<file path="src/design/odsc_pkg.sv">
package odsc_pkg;

  localparam int ADDR_W     = 20;
  localparam int SUM_W      = 10;
  localparam int FIFO_DEPTH = 3;

  localparam logic [ADDR_W-1:0] VIDEO_BASE_RESET = 20'hB0000;

  typedef struct packed {
    logic [8:0]  out_row;
    logic [6:0]  out_byte_col;
    logic [23:0] pixel0_rgb;
    logic [23:0] pixel1_rgb;
    logic [23:0] pixel2_rgb;
    logic [23:0] pixel3_rgb;
  } in_item_t;

  typedef struct packed {
    logic [ADDR_W-1:0] write_address;
    logic [7:0]        write_byte;
  } out_item_t;

  function automatic logic [SUM_W-1:0] dither_thresh(input logic [3:0] idx);
    logic [SUM_W-1:0] t;
    case (idx)
      4'd0:    t = 10'd45;
      4'd1:    t = 10'd405;
      4'd2:    t = 10'd135;
      4'd3:    t = 10'd495;
      4'd4:    t = 10'd585;
      4'd5:    t = 10'd225;
      4'd6:    t = 10'd675;
      4'd7:    t = 10'd315;
      4'd8:    t = 10'd180;
      4'd9:    t = 10'd540;
      4'd10:   t = 10'd90;
      4'd11:   t = 10'd450;
      4'd12:   t = 10'd720;
      4'd13:   t = 10'd360;
      4'd14:   t = 10'd630;
      4'd15:   t = 10'd270;
      default: t = 10'd0;
    endcase
    return t;
  endfunction

endpackage

</file>
<file path="src/design/odsc_dither.sv">
module odsc_dither
  import odsc_pkg::*;
(
  input  in_item_t   item,
  output logic [7:0] dither_byte
);

  logic [SUM_W-1:0] sums [4];

  always_comb begin
    sums[0] = SUM_W'(item.pixel0_rgb[7:0]) + SUM_W'(item.pixel0_rgb[15:8])
            + SUM_W'(item.pixel0_rgb[23:16]);
    sums[1] = SUM_W'(item.pixel1_rgb[7:0]) + SUM_W'(item.pixel1_rgb[15:8])
            + SUM_W'(item.pixel1_rgb[23:16]);
    sums[2] = SUM_W'(item.pixel2_rgb[7:0]) + SUM_W'(item.pixel2_rgb[15:8])
            + SUM_W'(item.pixel2_rgb[23:16]);
    sums[3] = SUM_W'(item.pixel3_rgb[7:0]) + SUM_W'(item.pixel3_rgb[15:8])
            + SUM_W'(item.pixel3_rgb[23:16]);
  end

  always_comb begin
    for (int i = 0; i < 8; i++) begin
      dither_byte[7-i] = sums[i/2] >
                         dither_thresh({item.out_row[1:0], 2'(i % 4)});
    end
  end

endmodule

</file>
<file path="config.mk">
export PLATFORM = sky130hd
export DESIGN_NAME = odsc_dither
export DESIGN_NICKNAME = d
export VERILOG_FILES = /design/src/design/odsc_pkg.sv /design/src/design/odsc_dither.sv
export SDC_FILE = /design/constraint.sdc
export NUM_CORES = 1
export LEC_CHECK = 0
export ABC_CLOCK_PERIOD_IN_PS = 8200
export BUFFER_PORTS_ARGS = -buffer_cell sky130_fd_sc_hd__buf_4
export CORE_MARGIN = 2
export CORE_UTILIZATION = 25
export DETAILED_ROUTE_END_ITERATION = 10
export PLACE_DENSITY_LB_ADDON = 0.15
export SYNTH_ARGS = -nofsm -noshare
export SYNTH_HDL_FRONTEND = slang
export SYNTH_SLANG_ARGS = --single-unit
</file>
<file path="constraint.sdc">
create_clock -name vclk -period 8.2
set_input_delay 1.64 -clock vclk [all_inputs]
set_output_delay 1.64 -clock vclk [all_outputs]
set_load 0.03 [all_outputs]
</file>
Word-level counts from Yosys, hierarchy flattened --
Index checks and enable logic that the tools add are counted.
Word-level totals: bits in registers 0, output and inout port bits 8, word-level logic and storage cells 24
Cells by class: add/sub/neg operators 8, magnitude comparators 8, equal/unequal tests 3, multiplexer cells 4, reduce and logical (&&, ||, !) cells 1
Operators with widths (number):
- 10-bit one-hot mux with 4 select lines | 4
- 10-bit greater-than comparator | 8
- 9-bit by 8-bit adder with 10-bit output | 4
- 8-bit by 8-bit adder with 9-bit output | 4
- 2-bit equality test, second input constant | 2
- 2-bit by 1-bit equality test with 1-bit output, second input constant | 1
- 2-bit zero test | 1

Depth between registers and ports, before layout --
depth after elaboration 3, mapped depth 18, mapped depth without buffers 18

Worst setup path before layout --
Ideal clock, no wire load.
path kind input port to output port, from in item[25] in the netlist's numbering, to out dither_byte[3], arrival 4.823 ns, setup slack 1.737 ns, cell stages on the path 15, cells stage by stage fa_1 -> ha_1 -> inv_1 -> fa_1 -> nor2b_1 -> o21ai_0 -> a21boi_0 -> o21a_1 -> nor2_1 -> xnor2_1 -> ha_1 -> nand3_1 -> nor4_2 -> a211oi_1 -> a31oi_1
On the way: longest elaborated chain between the ends 3
Ends and longest elaborated chain:
- start, declared | line odsc_dither.sv:4 | input in_item_t item,
- 8-bit by 8-bit adder with 9-bit output | line odsc_dither.sv:15 | sums[2] = SUM_W'(item.pixel2_rgb[7:0]) + SUM_W'(item.pixel2_rgb[15:8])
- 9-bit by 8-bit adder with 10-bit output | line odsc_dither.sv:16 | + SUM_W'(item.pixel2_rgb[23:16]);
- 10-bit greater-than comparator | line odsc_dither.sv:23 | dither_byte[7-i] = sums[i/2] >
- end, declared | line odsc_dither.sv:5 | output logic [7:0] dither_byte
Every way passes these cells.

Worst setup path in the final report --
Ends and elaborated chain as after synthesis.

==> flow_metrics.py <==
metrics = {
    "outcome": {
        "status": "complete, no violations",
    },
    "timing": {
        "fin_crit_sh_pct": 82.2,
        "rsz0062_at_grt": "no",
        "fmax_ghz": 0.148,
        "setup_viol": 0,
        "slew_viol_final": 0,
        "tightest_slew_ns": 1.10,
        "tns_ns": 0,
        "slew_headroom_pct": 26.1,
        "fin_crit_ns": 6.74,
        "hold_viol_final": 0,
    },
    "global_route": {
        "grt_use_met3_pct": 0.523,
        "grt_antenna_before_repair": 0,
        "grt_pass1_wl_um": 13500,
        "grt-ovfl-total": 0,
        "track_usage_pct": 10.7,
        "busiest_layer": "met2",
        "grt_pass1_vias": 3144,
        "met2_usage_pct": 18.8,
        "grt_use_met1_pct": 15.1,
        "grt_max_degree": 11,
    },
    "power": {
        "combPwrFrac_pct": 100.0,
        "p_switching_mw": 0.370,
        "clockPowerShare_pct": 0,
        "swShare_pct": 54.0,
        "p_leak_nw": 2.22,
        "seqPwrFrac_pct": 0,
        "power_density_nw_per_um2": 156,
        "total_power_mw": 0.685,
        "vdd_drop_max_uv": 39.4,
        "intPower_mw": 0.315,
    },
    "detailed_routing": {
        "vias_per_cell": 4.61,
        "dr.pass1.iters": 4,
        "ant_nets": 0,
        "drcViolationCount": 0,
        "drt_iter0_drc": 60,
        "wire_per_inst_um": 11.3,
        "routed_wl_um": 7640,
        "vias": 3116,
    },
    "job": {
        "drv_cap": 0,
    },
    "floorplan": {
        "ios": 120,
        "start_util_pct": 25.5,
        "dieHeight_um": 120,
        "fp.dieW_um": 120,
        "die-area_um2": 14400,
        "row_count": 42,
        "coreArea_um2": 13200,
    },
    "layout": {
        "final_util_pct": 33.2,
        "drive_above_1_share_pct": 24.0,
        "finalNonFillerCells": 676,
        "final_cell_mix": "107 x buf_4, 86 x ha_1, 58 x inv_1",
        "antenna_cells": 0,
        "area_delta_synth_final_pct": 30.5,
        "seq_cell_count": 0,
        "final_common_cell": "buf_4",
        "multi_input_area_um2": 3140,
        "num-clock-buffers": 0,
        "fin_area_um2": 4380,
        "nFillCells": 1397,
        "nets": 736,
        "seq_area_um2": 0,
    },
    "synthesis": {
        "ys_seq_area_share_pct": 0,
        "synthTopCellsByArea": "ha_1 32%, fa_1 21%, inv_1 6.5%, a21oi_1 4.9%, xnor2_1 3.6%",
        "synth_cell_types": 45,
        "ys_warn_count": 0,
        "synth_top_cell_by_area": "ha_1",
        "synthCells": 393,
        "netlist_area_um2": 3360,
        "synth_top_area_share_pct": 32.0,
        "postSynthAreaPerCell_um2": 8.55,
        "synthesis.nets": 627,
    },
    "worst_setup_path": {
        "cp_max_fo": 3,
        "path_delay_family": "adder cells",
        "worstPathCellList": "buf_4 -> fa_1 -> ha_1 -> inv_1 -> fa_1 -> nor2b_1 -> o21ai_0 -> a21boi_0 -> o21a_1 -> o21ai_0 -> a21oi_1 -> ha_1 -> nand3_1 -> nor4_2 -> a211oi_1 -> a31oi_1 -> buf_4",
        "worst_ep_required_time_ns": 6.56,
        "slowest_delay_ns": 0.53,
        "cp_num_buf_inv": 3,
        "crit_arrival_ns": 5.10,
        "cp_slowest_cell": "fa_1",
        "crit_type": "in -> out",
        "start_kind": "input pin",
        "cp-end-kind": "output pin",
    },
    "place": {
        "dp_hpwl_um": 6860,
        "port_buffers": 106,
        "gp_congestion": 0.769,
        "dp_cells": 676,
        "dpl_cell_area_um2": 4380,
    },
    "clock_network": {
        "cts_setup_buffers": 0,
        "ctsResizeCount": 0,
        "ctsHoldBuffers": 0,
    },
    "min_path": {
        "worstHoldPathType": "in -> out",
    },
}
final timing paths:
kind | depth (start not counted) | to | slack (ns) | start
max | 17 | dither_byte[3] | 1.46 | item[25]
min | 5 | dither_byte[4] | 3.96 | item[71]
cell usage after synthesis (all sizes together), types with 2 or more instances:
| library cell | instances |
|---|---|
| a211oi | 6 |
| a21boi | 3 |
| a21o | 16 |
| a21oi | 33 |
| a31oi | 3 |
| and3b | 2 |
| fa | 36 |
| ha | 86 |
| inv | 58 |
| mux2i | 2 |
| nand2 | 13 |
| nand2b | 5 |
| nand3 | 9 |
| nand3b | 2 |
| nand4 | 7 |
| nor2 | 27 |
| nor2b | 6 |
| nor3 | 3 |
| nor4 | 4 |
| o211ai | 6 |
| o21a | 8 |
| o21ai | 17 |
| o21bai | 3 |
| o221ai | 2 |
| o31a | 2 |
| o31ai | 2 |
| or2 | 3 |
| or3 | 2 |
| xnor2 | 14 |
| xor2 | 4 |
per-layer routing:
layer,wire length [um],part of all wire [%],vias up
met5,0,0,-
met4,99,1.3,0
met3,366,4.8,6
met2,3560,47,78
met1,3610,47,1419
li1,-,-,1613
tightest hold or removal path, delay by kind of cell:
family / cells / cell delay (ns)
buffers and inverters: 3 / 0.34
AOI/OAI and AO/OA: 1 / 0.14
adders and majority gates: 1 / 0.20
power groups by stage:
stage	sequential, mW	combinational (mW)	clock, mW
floorplan	0	0.503	0
CTS	0	0.695	0
global placement	0	0.675	0
global route	0	0.788	0
finish	0	0.685	0
detailed placement	0	0.689	0
kinds of logic (layout without fill, tap and decap cells):
logic type               Yosys count  in the layout  share of synthesized area, %
multiplexers                       2              2                         0.596
AO/OA/AOI/OAI                    109            109                          22.2
adder cells (fa/ha/maj)          122            122                          53.5
buffers and inverters             58            165                          6.48
XOR/XNOR                          18             18                          4.69
AND/OR/NAND/NOR                   84             84                          12.6
per-stage QoR:
step	hold WS, ns	setup slack [ns]
finish	3.96	1.46
global route	4.02	1.05
CTS	3.96	1.39
detailed placement	3.96	1.41
global placement	3.96	1.42
floorplan	3.86	1.74
cell type report:
type	instances	share of cell area, %
multi-input combinational	335	71.7
timing repair buffer	107	18.3
tap	176	5.02
inverter	58	4.97
(Power assumes the default switching activity.)
