<file path="src/design/odsc_pkg.sv">
package odsc_pkg;

  localparam int ADDR_W     = 20;
  localparam int SUM_W      = 10;
  localparam int FIFO_DEPTH = 3;

  localparam logic [ADDR_W-1:0] VIDEO_BASE_RESET = 20'hB0000;

  typedef struct packed {
    logic [8:0]  out_row;
    logic [6:0]  out_byte_col;
    logic [23:0] pixel0_rgb;
    logic [23:0] pixel1_rgb;
    logic [23:0] pixel2_rgb;
    logic [23:0] pixel3_rgb;
  } in_item_t;

  typedef struct packed {
    logic [ADDR_W-1:0] write_address;
    logic [7:0]        write_byte;
  } out_item_t;

  function automatic logic [SUM_W-1:0] dither_thresh(input logic [3:0] idx);
    logic [SUM_W-1:0] t;
    case (idx)
      4'd0:    t = 10'd45;
      4'd1:    t = 10'd405;
      4'd2:    t = 10'd135;
      4'd3:    t = 10'd495;
      4'd4:    t = 10'd585;
      4'd5:    t = 10'd225;
      4'd6:    t = 10'd675;
      4'd7:    t = 10'd315;
      4'd8:    t = 10'd180;
      4'd9:    t = 10'd540;
      4'd10:   t = 10'd90;
      4'd11:   t = 10'd450;
      4'd12:   t = 10'd720;
      4'd13:   t = 10'd360;
      4'd14:   t = 10'd630;
      4'd15:   t = 10'd270;
      default: t = 10'd0;
    endcase
    return t;
  endfunction

endpackage

</file>
<file path="src/design/odsc_out_fifo.sv">
module odsc_out_fifo
  import odsc_pkg::*;
(
  input  logic      clk,
  input  logic      rst_n,
  input  logic      push,
  input  out_item_t push_item,
  output logic      out_valid,
  input  logic      out_stall,
  output out_item_t out_item,
  output logic [1:0] count
);

  out_item_t  buf_r [FIFO_DEPTH];
  logic [1:0] wr_ptr_r, rd_ptr_r, cnt_r;
  logic       pop;

  function automatic logic [1:0] ptr_inc(input logic [1:0] p);
    return (p == 2'(FIFO_DEPTH - 1)) ? 2'd0 : p + 2'd1;
  endfunction

  assign pop = out_valid && !out_stall;

  always_ff @(posedge clk) begin
    if (!rst_n) begin
      wr_ptr_r <= '0;
      rd_ptr_r <= '0;
      cnt_r    <= '0;
    end else begin
      if (push) begin
        wr_ptr_r <= ptr_inc(wr_ptr_r);
      end
      if (pop) begin
        rd_ptr_r <= ptr_inc(rd_ptr_r);
      end
      cnt_r <= cnt_r + 2'(push) - 2'(pop);
    end
  end

  always_ff @(posedge clk) begin
    if (push) begin
      buf_r[wr_ptr_r] <= push_item;
    end
  end

  assign out_valid = cnt_r != 2'd0;
  assign out_item  = buf_r[rd_ptr_r];
  assign count     = cnt_r;

endmodule

</file>
<file path="config.mk">
export PLATFORM = sky130hd
export DESIGN_NAME = odsc_out_fifo
export DESIGN_NICKNAME = d
export VERILOG_FILES = /design/src/design/odsc_pkg.sv /design/src/design/odsc_out_fifo.sv
export SDC_FILE = /design/constraint.sdc
export NUM_CORES = 1
export LEC_CHECK = 0
export BUFFER_PORTS_ARGS = -buffer_cell sky130_fd_sc_hd__buf_2
export CAP_MARGIN = 10
export CORE_MARGIN = 5
export CORE_UTILIZATION = 60
export CTS_BUF_LIST = sky130_fd_sc_hd__clkbuf_4 sky130_fd_sc_hd__clkbuf_8
export CTS_CLUSTER_DIAMETER = 200
export DETAILED_ROUTE_END_ITERATION = 6
export PLACE_DENSITY_LB_ADDON = 0.2
export SKIP_LAST_GASP = 1
export SYNTH_ARGS = -nofsm -noshare
export SYNTH_HDL_FRONTEND = slang
export SYNTH_SLANG_ARGS = --single-unit
</file>
<file path="constraint.sdc">
create_clock -name clk -period 6.9 [get_ports clk]
set_clock_uncertainty 0.2 [all_clocks]
set_input_delay 1.38 -clock clk [delete_from_list [all_inputs] [get_ports clk]]
set_output_delay 1.38 -clock clk [all_outputs]
set_load 0.02 [all_outputs]
</file>
# Word level (Yosys, flattened, before mapping)
# Memory sizes are Yosys's and may differ from the RTL's. A register that Yosys moved wholly into a read port is not among the register bits.
# Index checks and enable logic that the tools add are counted.
dict set report classes {
  addsub 4
  n_eq_ne 2
  mux 6
  reduce_logical 3
}
# op count
set op_table {}
lappend op_table {{$mux 2} 4}
lappend op_table {{$add 2x1->2 const B} 2}
lappend op_table {{$eq 2x2->1 const B} 2}
lappend op_table {{$add 2x1->2} 1}
lappend op_table {{$mux 1} 2}
lappend op_table {{$reduce_bool 2->1} 1}
lappend op_table {{$sub 2x1->2} 1}
lappend op_table {{$logic_and 1x1->1} 1}
lappend op_table {{$logic_not 1->1} 1}
dict set report totals {
  ff_bits 6
  ramBits 84
  inputBits 32
  out_inout_bits 31
  n_memories 1
}
# memory words width read_ports rd_ports_with_merged_regs write_ports line_no
set mem_list {}
lappend mem_list {buf_r 3 28 1 1 1 odsc_out_fifo.sv:14} ;# out_item_t buf_r [FIFO_DEPTH];

# Longest topological paths before layout
# Gate-level depths: netlist of the first run.
dict set report logic_depth {
  word_depth 4
  depth_mapped 5
  mapped_depth_nobuf 5
}

# Worst setup path after synthesis of the first run
# Ideal clock, no wire load.
dict set report synth_path {
  path_type {input port to flip-flop}
  from {in push}
  to {mem buf_r[0][0] in the netlist's numbering (enable)}
  setup_time_ns 0.457
  arrival_ns 3.519
  t_required_ns 6.243
  path_slack_ns 2.725
  path_stages 1
  path_buffers 0
  cell_sequence {nor3b_1}
}
dict set report synth_via {
  elab_chain_len 2
}
# element line_no
set synth_lines {}
lappend synth_lines {{from (decl)} odsc_out_fifo.sv:6} ;# input logic push,
lappend synth_lines {{$mux 1} odsc_out_fifo.sv:41} ;# if (push) begin
lappend synth_lines {{$mux 1 (implied by the code)} odsc_out_fifo.sv:42} ;# buf_r[wr_ptr_r] <= push_item;
lappend synth_lines {{to (decl)} odsc_out_fifo.sv:14}
# No other way between the ends.

==> results of run 1 <==
critical path, delay by kind of cell (launching register included):
family | cells | cell delay [ps]
buffers and inverters | 1 | 210
DFF | 1 | 920
muxes | 1 | 190
AOI/OAI and AO/OA | 1 | 230
cells in the final DEF (no fill, tap or decap):
| cell type | netlist | routed |
|---|---|---|
| a21boi_0 | 1 | 1 |
| and2_2 | 1 | 1 |
| buf_2 | 3 | 62 |
| buf_4 | 0 | 1 |
| bufinv_16 | 0 | 1 |
| clkbuf_4 | 0 | 5 |
| clkbuf_8 | 0 | 9 |
| clkinv_2 | 0 | 1 |
| dfxtp_1 | 8 | 6 |
| dfxtp_2 | 0 | 2 |
| edfxtp_1 | 84 | 84 |
| ha_1 | 1 | 1 |
| inv_1 | 1 | 1 |
| mux2i_1 | 33 | 33 |
| nand2_1 | 33 | 33 |
| nand2b_1 | 2 | 2 |
| nand3b_1 | 2 | 2 |
| nor2_4 | 0 | 1 |
| nor2b_1 | 1 | 1 |
| nor3b_2 | 0 | 1 |
| o21a_1 | 1 | 1 |
| o21ai_0 | 30 | 30 |
| o21bai_2 | 1 | 1 |
| or2_2 | 1 | 1 |
| or2b_1 | 1 | 1 |
| or3b_1 | 1 | 1 |
flip-flops by register name, indices dropped and copies added, names as in the netlist, named ones only:
register	flops
buf_r	84
count	2
rd_ptr_r	2
wr_ptr_r	2
cells by family (layout without fill, tap and decap cells):
group | count (synthesis) | count (layout) | share of synthesized area
compound gates | 33 | 33 | 0.0508
mux | 33 | 33 | 0.0951
fa+ha+maj | 1 | 1 | 0.00360
buf+inv | 10 | 80 | 0.0205
flops | 92 | 92 | 0.773
simple gates | 44 | 44 | 0.0573
per-stage QoR:
step                      setup WS [ps]  hold slack, ps  cell area (sq um)  total power, mW  instances
after floorplan                    2720             264               3470            0.727        213
after global placement             3780             277               3830            0.766        339
after detailed placement           3760             287               3830            0.769        339
after CTS                          3390             299               4020             1.11        355
after global routing               3250             342               4020             1.15        355
final                              3430             293               4020             1.10        355
worst max-delay path by stage:
stage	from	endpoint
final	flip-flop	out_item[20]
after global routing	flip-flop	out_item[4]
after CTS	flip-flop	out_item[4]
after detailed placement	flip-flop	out_item[4]
after global placement	flip-flop	out_item[4]
after floorplan	push	buf_r[0][0]
power by group:
group / internal (mW) / switching, mW / leakage [nW]
clock network: 0.188 / 0.162 / 0.106
logic: 0.0401 / 0.0640 / 0.481
registers: 0.635 / 0.0158 / 0.843
layer usage:
metal	wire (um)	share of wire
met1	2330	0.42
met2	2730	0.50
met3	331	0.060
met4	87	0.016
met5	0	0
final cells by class:
type	count	area, sq um
clock buffers	14	161
flip-flops and latches	92	2690
inverters	1	3.75
multi-input cells	111	731
fillers	368	1550
repair buffers	63	318
well taps	72	90.1
clock inverters	2	35.0
synthesized netlist by cell type (all sizes together) (2+ instances only):
cell type,count,area share
nand2,33,0.036
buf,6,0.016
edfxtp,84,0.73
nand3b,2,0.0043
clkbuf,3,0.0032
mux2i,33,0.095
dfxtp,8,0.046
nand2b,2,0.0036
o21ai,30,0.043
==> impl_metrics.ini, run 1 <==
[timing]
timing.final.crit_share = 0.504
timing.fmax_mhz = 288
rsz0062_at_grt = false
relSlewSlack = 0.240
final.setup.tns_ps = 0
finalSetupViolCount = 0
tightestPinTransition_ps = 1140
hold_viol = 0
maxSlewViolCount = 0
min_period_ps = 3470

[synth]
synth-async-reset-ratio = 0
syn_inst = 213
syn_area_sq_um = 3470
synth_cell_types = 23
yosysWarnings = 0
synth_seq_cells = 92
synth_edf_count = 84
ys_seq_area_frac = 0.773
synthesis.nets = 246
avgSynthCellArea_sq_um = 16.3
synth_ff_type = edfxtp_1

[die]
die_h_um = 86.1
core_area_sq_um = 5570
ioPinCount = 63
num_rows = 27
die-area_sq_um = 7410
dieWidth_um = 86.1
initial_core_util = 0.623

[run_status]
outcome = completed

[clock_tree]
cts.reportedPaths.clkPinSlew_ps = 80
cts_resized = 0
clk-insertion-delay-late_ps = 340
htree_num_levels = 3
post_cts.repair.setup_buffers = 0
cts_buffers = 9
clock-root-buffer = clkbuf_8
cts-hold-fix-buffers = 0
cts.path.max_buffers = 2
cts.sinks = 92
cts_tree = built

[grt]
gr-total-overflow = 0
grt_max_degree = 57
grt_pass1_wl_um = 8780
antenna_found_initial = 0
grt.met3_usage = 0.0423
grt_pass1_vias = 1792
busiest_layer = met2
grtUsageMet1 = 0.203
grt_usage = 0.158
use_met2 = 0.253

[setup_path]
cp_data_arrival_time_ps = 1890
cp.required_ps = 5320
rr_worst_depth = 2
start_kind = flip-flop
worstSetupPathType = flip-flop to output port
rrSetupSlack_ps = 4930
endpoint_kind = output port
cp_cell_sequence = mux2i_1, o21ai_0, buf_2
slowest_delay_ps = 920
cp_max_fo = 28
crit_slowest_cell = dfxtp_2
regToRegEndpoint = buf_r[1][26]
r2r_start = wr_ptr_r[0]

[run]
maxCapViolCount = 0

[cells_and_area]
drive_gt1_frac = 0.304
fin_util = 0.722
syn2layout_area_growth_pct = 15.9
n_antenna_cell = 0
final_nets = 311

[power]
cellLeakagePower_nw = 1.43
power.density_nw_per_um2 = 274
ir_worst_vdd_v = 0.000202

[worst_hold_path]
hp-class = flip-flop to flip-flop
whs_path_depth = 2
min_from = rd_ptr_r[1]

[drt]
wl_per_cell_um = 15.4
drcViolationCount = 0
drtIter0Drc = 127
vias = 1840
drtAntennaViolNets = 0
via_per_inst = 5.18
drt_wl_total_um = 5480
firstDrtPassIters = 4

[placement]
hpwl_um = 3400
io_buffers = 62
place_congestion = 0.723
No activity file was read; power rests on OpenSTA's default activity.
==> inputs of run 2 (changes only) <==
Settings changed: ABC_AREA set to 1, CORE_UTILIZATION 60 to 58.
Clock period 6.9 ns to 3.2 ns, I/O delays scaled along.
==> impl_metrics.ini, run 2 <==
[setup_path]
cp_cell_sequence = inv_2, nand2_1, a21oi_2, buf_2
cp_data_arrival_time_ps = 1730
start_kind = flip-flop
crit_slowest_cell = inv_2
worstSetupPathType = flip-flop to output port
slowest_delay_ps = 420
endpoint_kind = output port
cp_max_fo = 28
cp.required_ps = 2360
critical_path.top_delay_family = buffers and inverters
critPathBufInv = 2

[synth]
synth_seq_cells = 92
yosysMostFrequentCell = edfxtp_1
netlist.area_leader.share = 0.693
ys_top_cells_by_count = edfxtp_1 (84), a21oi_2 (42), nand2_1 (40), nor2_1 (39), a21oi_1 (16)
syn_inst = 260
synthTopCellsByArea = edfxtp_1 (69%), a21oi_2 (10%), dfxtp_1 (4.4%)
synth_ff_type = edfxtp_1
yosysWarnings = 0
synth-async-reset-ratio = 0
synthesis.nets = 293
synth_cell_types = 17
avgSynthCellArea_sq_um = 14.0
ys_seq_area_frac = 0.737
synth_top_area_cell = edfxtp_1
syn_area_sq_um = 3640
synth_edf_count = 84

[cells_and_area]
syn2layout_area_growth_pct = 15.2
drive_gt1_frac = 0.387
multi_input_area_sq_um = 798
seq_area_sq_um = 2690
largest_reg_flops = 84
n_antenna_cell = 0
final_cell_mix = edfxtp_1 (84), buf_2 (62), a21oi_2 (42), nand2_1 (40), nor2_1 (39)
layout_commonest_cell = edfxtp_1
final_nets = 361
num-fill-cells = 435
largest-register = buf_r

[grt]
grt_max_degree = 29
grt_usage = 0.177
gr-total-overflow = 0
antenna_found_initial = 0
grt_pass1_vias = 2075
grt_pass1_wl_um = 10200

[clock_tree]
cts_tree = built
cts.sinks = 92
cts.path.max_buffers = 2
clock-root-buffer = clkbuf_8
cts_resized = 0
htree_num_levels = 3
clk-insertion-delay-late_ps = 340
cts.reportedPaths.clkPinSlew_ps = 90
cts-hold-fix-buffers = 0
post_cts.repair.setup_buffers = 0
cts_buffers = 9

[drt]
wl_per_cell_um = 15.5
firstDrtPassIters = 4
drt_wl_total_um = 6320
drtIter0Drc = 142
via_per_inst = 5.19
vias = 2118
drtAntennaViolNets = 0
drcViolationCount = 0

[timing]
tightestPinTransition_ps = 557
relSlewSlack = 0.628
rsz0062_at_grt = false
hold_viol = 0
final.setup.tns_ps = 0
holdWs_ps = 292
finalSetupViolCount = 0
timing.final.crit_share = 0.803
maxSlewViolCount = 0
timing.fmax_mhz = 389
min_period_ps = 2570

[worst_hold_path]
hp-class = primary input to flip-flop

[power]
power.density_nw_per_um2 = 630
cellLeakagePower_nw = 1.61
ir_worst_vdd_v = 0.000423

[die]
num_rows = 28
die_h_um = 89.2
dieWidth_um = 89.2
ioPinCount = 63
initial_core_util = 0.604
die-area_sq_um = 7960
core_area_sq_um = 6030

[placement]
hpwl_um = 4060
place_congestion = 0.757
io_buffers = 62

[run]
maxCapViolCount = 0

[run_status]
outcome = completed
==> run 2: cell count changes in the layout (fill, tap and decap cells not counted), sizes merged, moves of 2 or more <==
cell    delta
a21oi     +58
o21ai     -28
nand3      +3
clkbuf     -3
nand3b     -2
nand2      +7
mux2i     -33
buf        +4
inv       +13
nor2      +38
nand2b     -2
==> run 2: path summary, 6_finish.rpt <==
kind	start	to	slack [ps]	cells after the start
setup / recovery	flip-flop	out_item[22]	630	4
hold / removal	push_item[3]	buf_r[2][3]	290	1
setup reg to reg	wr_ptr_r[1]	buf_r[1][12]	1390	4
hold reg to reg	wr_ptr_r[1]	wr_ptr_r[1]	290	2
==> run 2: logic make-up (layout without fill, tap and decap cells) <==
logic type | Yosys count | after routing | share of synthesized area
AOI/OAI and AO/OA | 60 | 60 | 0.126
adders and majority gates | 1 | 1 | 0.00344
buffers and inverters | 24 | 97 | 0.0468
DFF | 92 | 92 | 0.737
and+or+nand+nor | 83 | 83 | 0.0870
==> run 2: layout make-up <==
| class | instances | area share |
|---|---|---|
| well taps | 75 | 0.0224 |
| multi-input cells | 144 | 0.190 |
| flip-flops and latches | 92 | 0.640 |
| inverters | 14 | 0.0125 |
| repair buffers | 67 | 0.0830 |
| clock buffers | 11 | 0.0331 |
| clock inverters | 5 | 0.0182 |
==> run 2: per-layer routing <==
layer,vias up,track usage,part of all wire
met5,-,0,0
met4,0,0.0731,0.0070
met3,4,0.0535,0.063
met2,64,0.299,0.53
met1,999,0.212,0.40
li1,1051,-,-
==> run 2: worst reg2reg max path: stages (launching register included) <==
cell	delay, ps
dfxtp_1	330
inv_1	110
nand3_1	100
inv_1	410
buf_4	340
==> run 2: stage by stage <==
stage | cells | utilization | total power, mW | cell area (sq um) | setup slack, ps
2_1_floorplan | 260 | - | 1.73 | 3640 | 795
3_3_place_gp | 392 | 0.660 | 1.85 | 3980 | 1080
3_5_place_dp | 392 | 0.660 | 1.86 | 3980 | 1030
4_1_cts | 408 | 0.696 | 2.66 | 4190 | 599
5_1_grt | 408 | 0.696 | 2.78 | 4190 | 479
6_report | 408 | 0.696 | 2.64 | 4190 | 630
==> run 2: power by group <==
group	total, mW	leakage (nW)	switching, mW	internal [mW]
sequential	1.40	0.843	0.0278	1.37
combinational	0.426	0.654	0.282	0.143
clock	0.817	0.108	0.364	0.454
total	2.64	1.61	0.674	1.97
==> inputs of run 3 (changes only) <==
Settings changed: CORE_UTILIZATION 58 to 52.
Clock period 3.2 ns to 2.1 ns, I/O delays scaled along.
==> impl_metrics.ini, run 3 (same netlist as run 2, synthesis figures left out) <==
[cells_and_area]
num-fill-cells = 501
n_antenna_cell = 0
drive_gt1_frac = 0.403
final_cell_mix = edfxtp_1 (84), buf_2 (62), a21oi_2 (42), nand2_1 (40), nor2_1 (39)
largest_reg_flops = 84
layout_commonest_cell = edfxtp_1
fin_util = 0.632
largest-register = buf_r
final_nets = 368
fin_area_sq_um = 4300
syn2layout_area_growth_pct = 18.0

[die]
initial_core_util = 0.536
core_area_sq_um = 6790
die_h_um = 93.7
num_rows = 30
die-area_sq_um = 8770
ioPinCount = 63
dieWidth_um = 93.7

[drt]
firstDrtPassIters = 4
drtAntennaViolNets = 0
wl_per_cell_um = 14.9
via_per_inst = 4.93
drt_wl_total_um = 6520
vias = 2150
drcViolationCount = 0
drtIter0Drc = 164

[clock_tree]
cts.sinks = 92
cts_tree = built
cts.reportedPaths.clkPinSlew_ps = 90
post_cts.repair.setup_buffers = 0
cts-hold-fix-buffers = 0
clock-root-buffer = clkbuf_8
cts_buffers = 9
htree_num_levels = 3
cts_resized = 1
clk-insertion-delay-late_ps = 350
cts.path.max_buffers = 2

[grt]
grt_pass1_wl_um = 10700
antenna_found_initial = 0
gr-total-overflow = 0
use_met2 = 0.278
grt_pass1_vias = 2154
grtUsageMet1 = 0.206
grt.met3_usage = 0.0393
grt_max_degree = 19
grt_usage = 0.163
busiest_layer = met2

[power]
cellLeakagePower_nw = 1.64
ir_worst_vdd_v = 0.000577
power.density_nw_per_um2 = 932
finalPower_mw = 4.00

[setup_path]
cp_max_fo = 16
crit_top_cell = a21oi_1
critPathBufInv = 2
cp_data_arrival_time_ps = 1420
endpoint_kind = output port
crit_slowest_cell = dfxtp_2
rrSetupSlack_ps = 650
start_kind = flip-flop
worstSetupPathType = flip-flop to output port
cp.required_ps = 1480
slowest_delay_ps = 380
cp_cell_sequence = buf_6, a21oi_1, a21oi_1, buf_2
critical_path.top_delay_family = buffers and inverters

[timing]
timing.fmax_mhz = 490
tightestPinTransition_ps = 269
relSlewSlack = 0.821
final.setup.tns_ps = 0
finalSetupViolCount = 0
min_period_ps = 2040
timing.final.crit_share = 0.972
maxSlewViolCount = 0
hold_viol = 0
rsz0062_at_grt = true

[placement]
place_congestion = 0.749
hpwl_um = 4420
io_buffers = 62
place_area_sq_um = 4080

[run_status]
outcome = completed

[worst_hold_path]
hp-class = primary input to flip-flop

[run]
maxCapViolCount = 0
-- run 3: final timing paths --
check | startpoint | end | depth (start not counted)
worst max-delay path | flip-flop | out_item[17] | 4
worst max register to register | wr_ptr_r[1] | buf_r[2][15] | 3
worst min-delay path | push_item[18] | buf_r[0][18] | 1
worst min register to register | wr_ptr_r[1] | wr_ptr_r[1] | 2
-- run 3: cell type report --
cell class,instances,area [sq um],area share
clock buffers,10,131,0.0306
multi-input cells,144,798,0.186
well taps,96,120,0.0280
clock inverters,6,71.3,0.0166
inverters,14,57.6,0.0134
flip-flops and latches,92,2690,0.625
repair buffers,74,433,0.101
-- run 3: stage by stage --
stage	worst slack (ps)	std cells	hold slack (ps)
2_1_floorplan	321	260	254
3_3_place_gp	407	420	270
3_5_place_dp	389	420	269
4_1_cts	0.198	436	51.6
5_1_grt	-37.4	436	44.2
6_report	57.9	436	58.9
-- run 3: worst reg2reg max path, stage by stage (launching register included) --
cell and delay [ps]:
dfxtp_1 350, inv_1 90, nor3_4 180, buf_4 300
-- run 3: power by group --
| group | total [mW] | leakage (nW) | switching [mW] | internal [mW] |
|---|---|---|---|---|
| registers | 2.12 | 0.843 | 0.0322 | 2.09 |
| clock network | 1.19 | 0.0969 | 0.616 | 0.574 |
| logic | 0.692 | 0.705 | 0.446 | 0.246 |
| total | 4.00 | 1.64 | 1.09 | 2.91 |
-- run 3: per-layer routing --
layer	part of all wire	routed length, um
met4	0.012	75
met3	0.054	350
met5	0	0
met1	0.42	2730
met2	0.51	3360
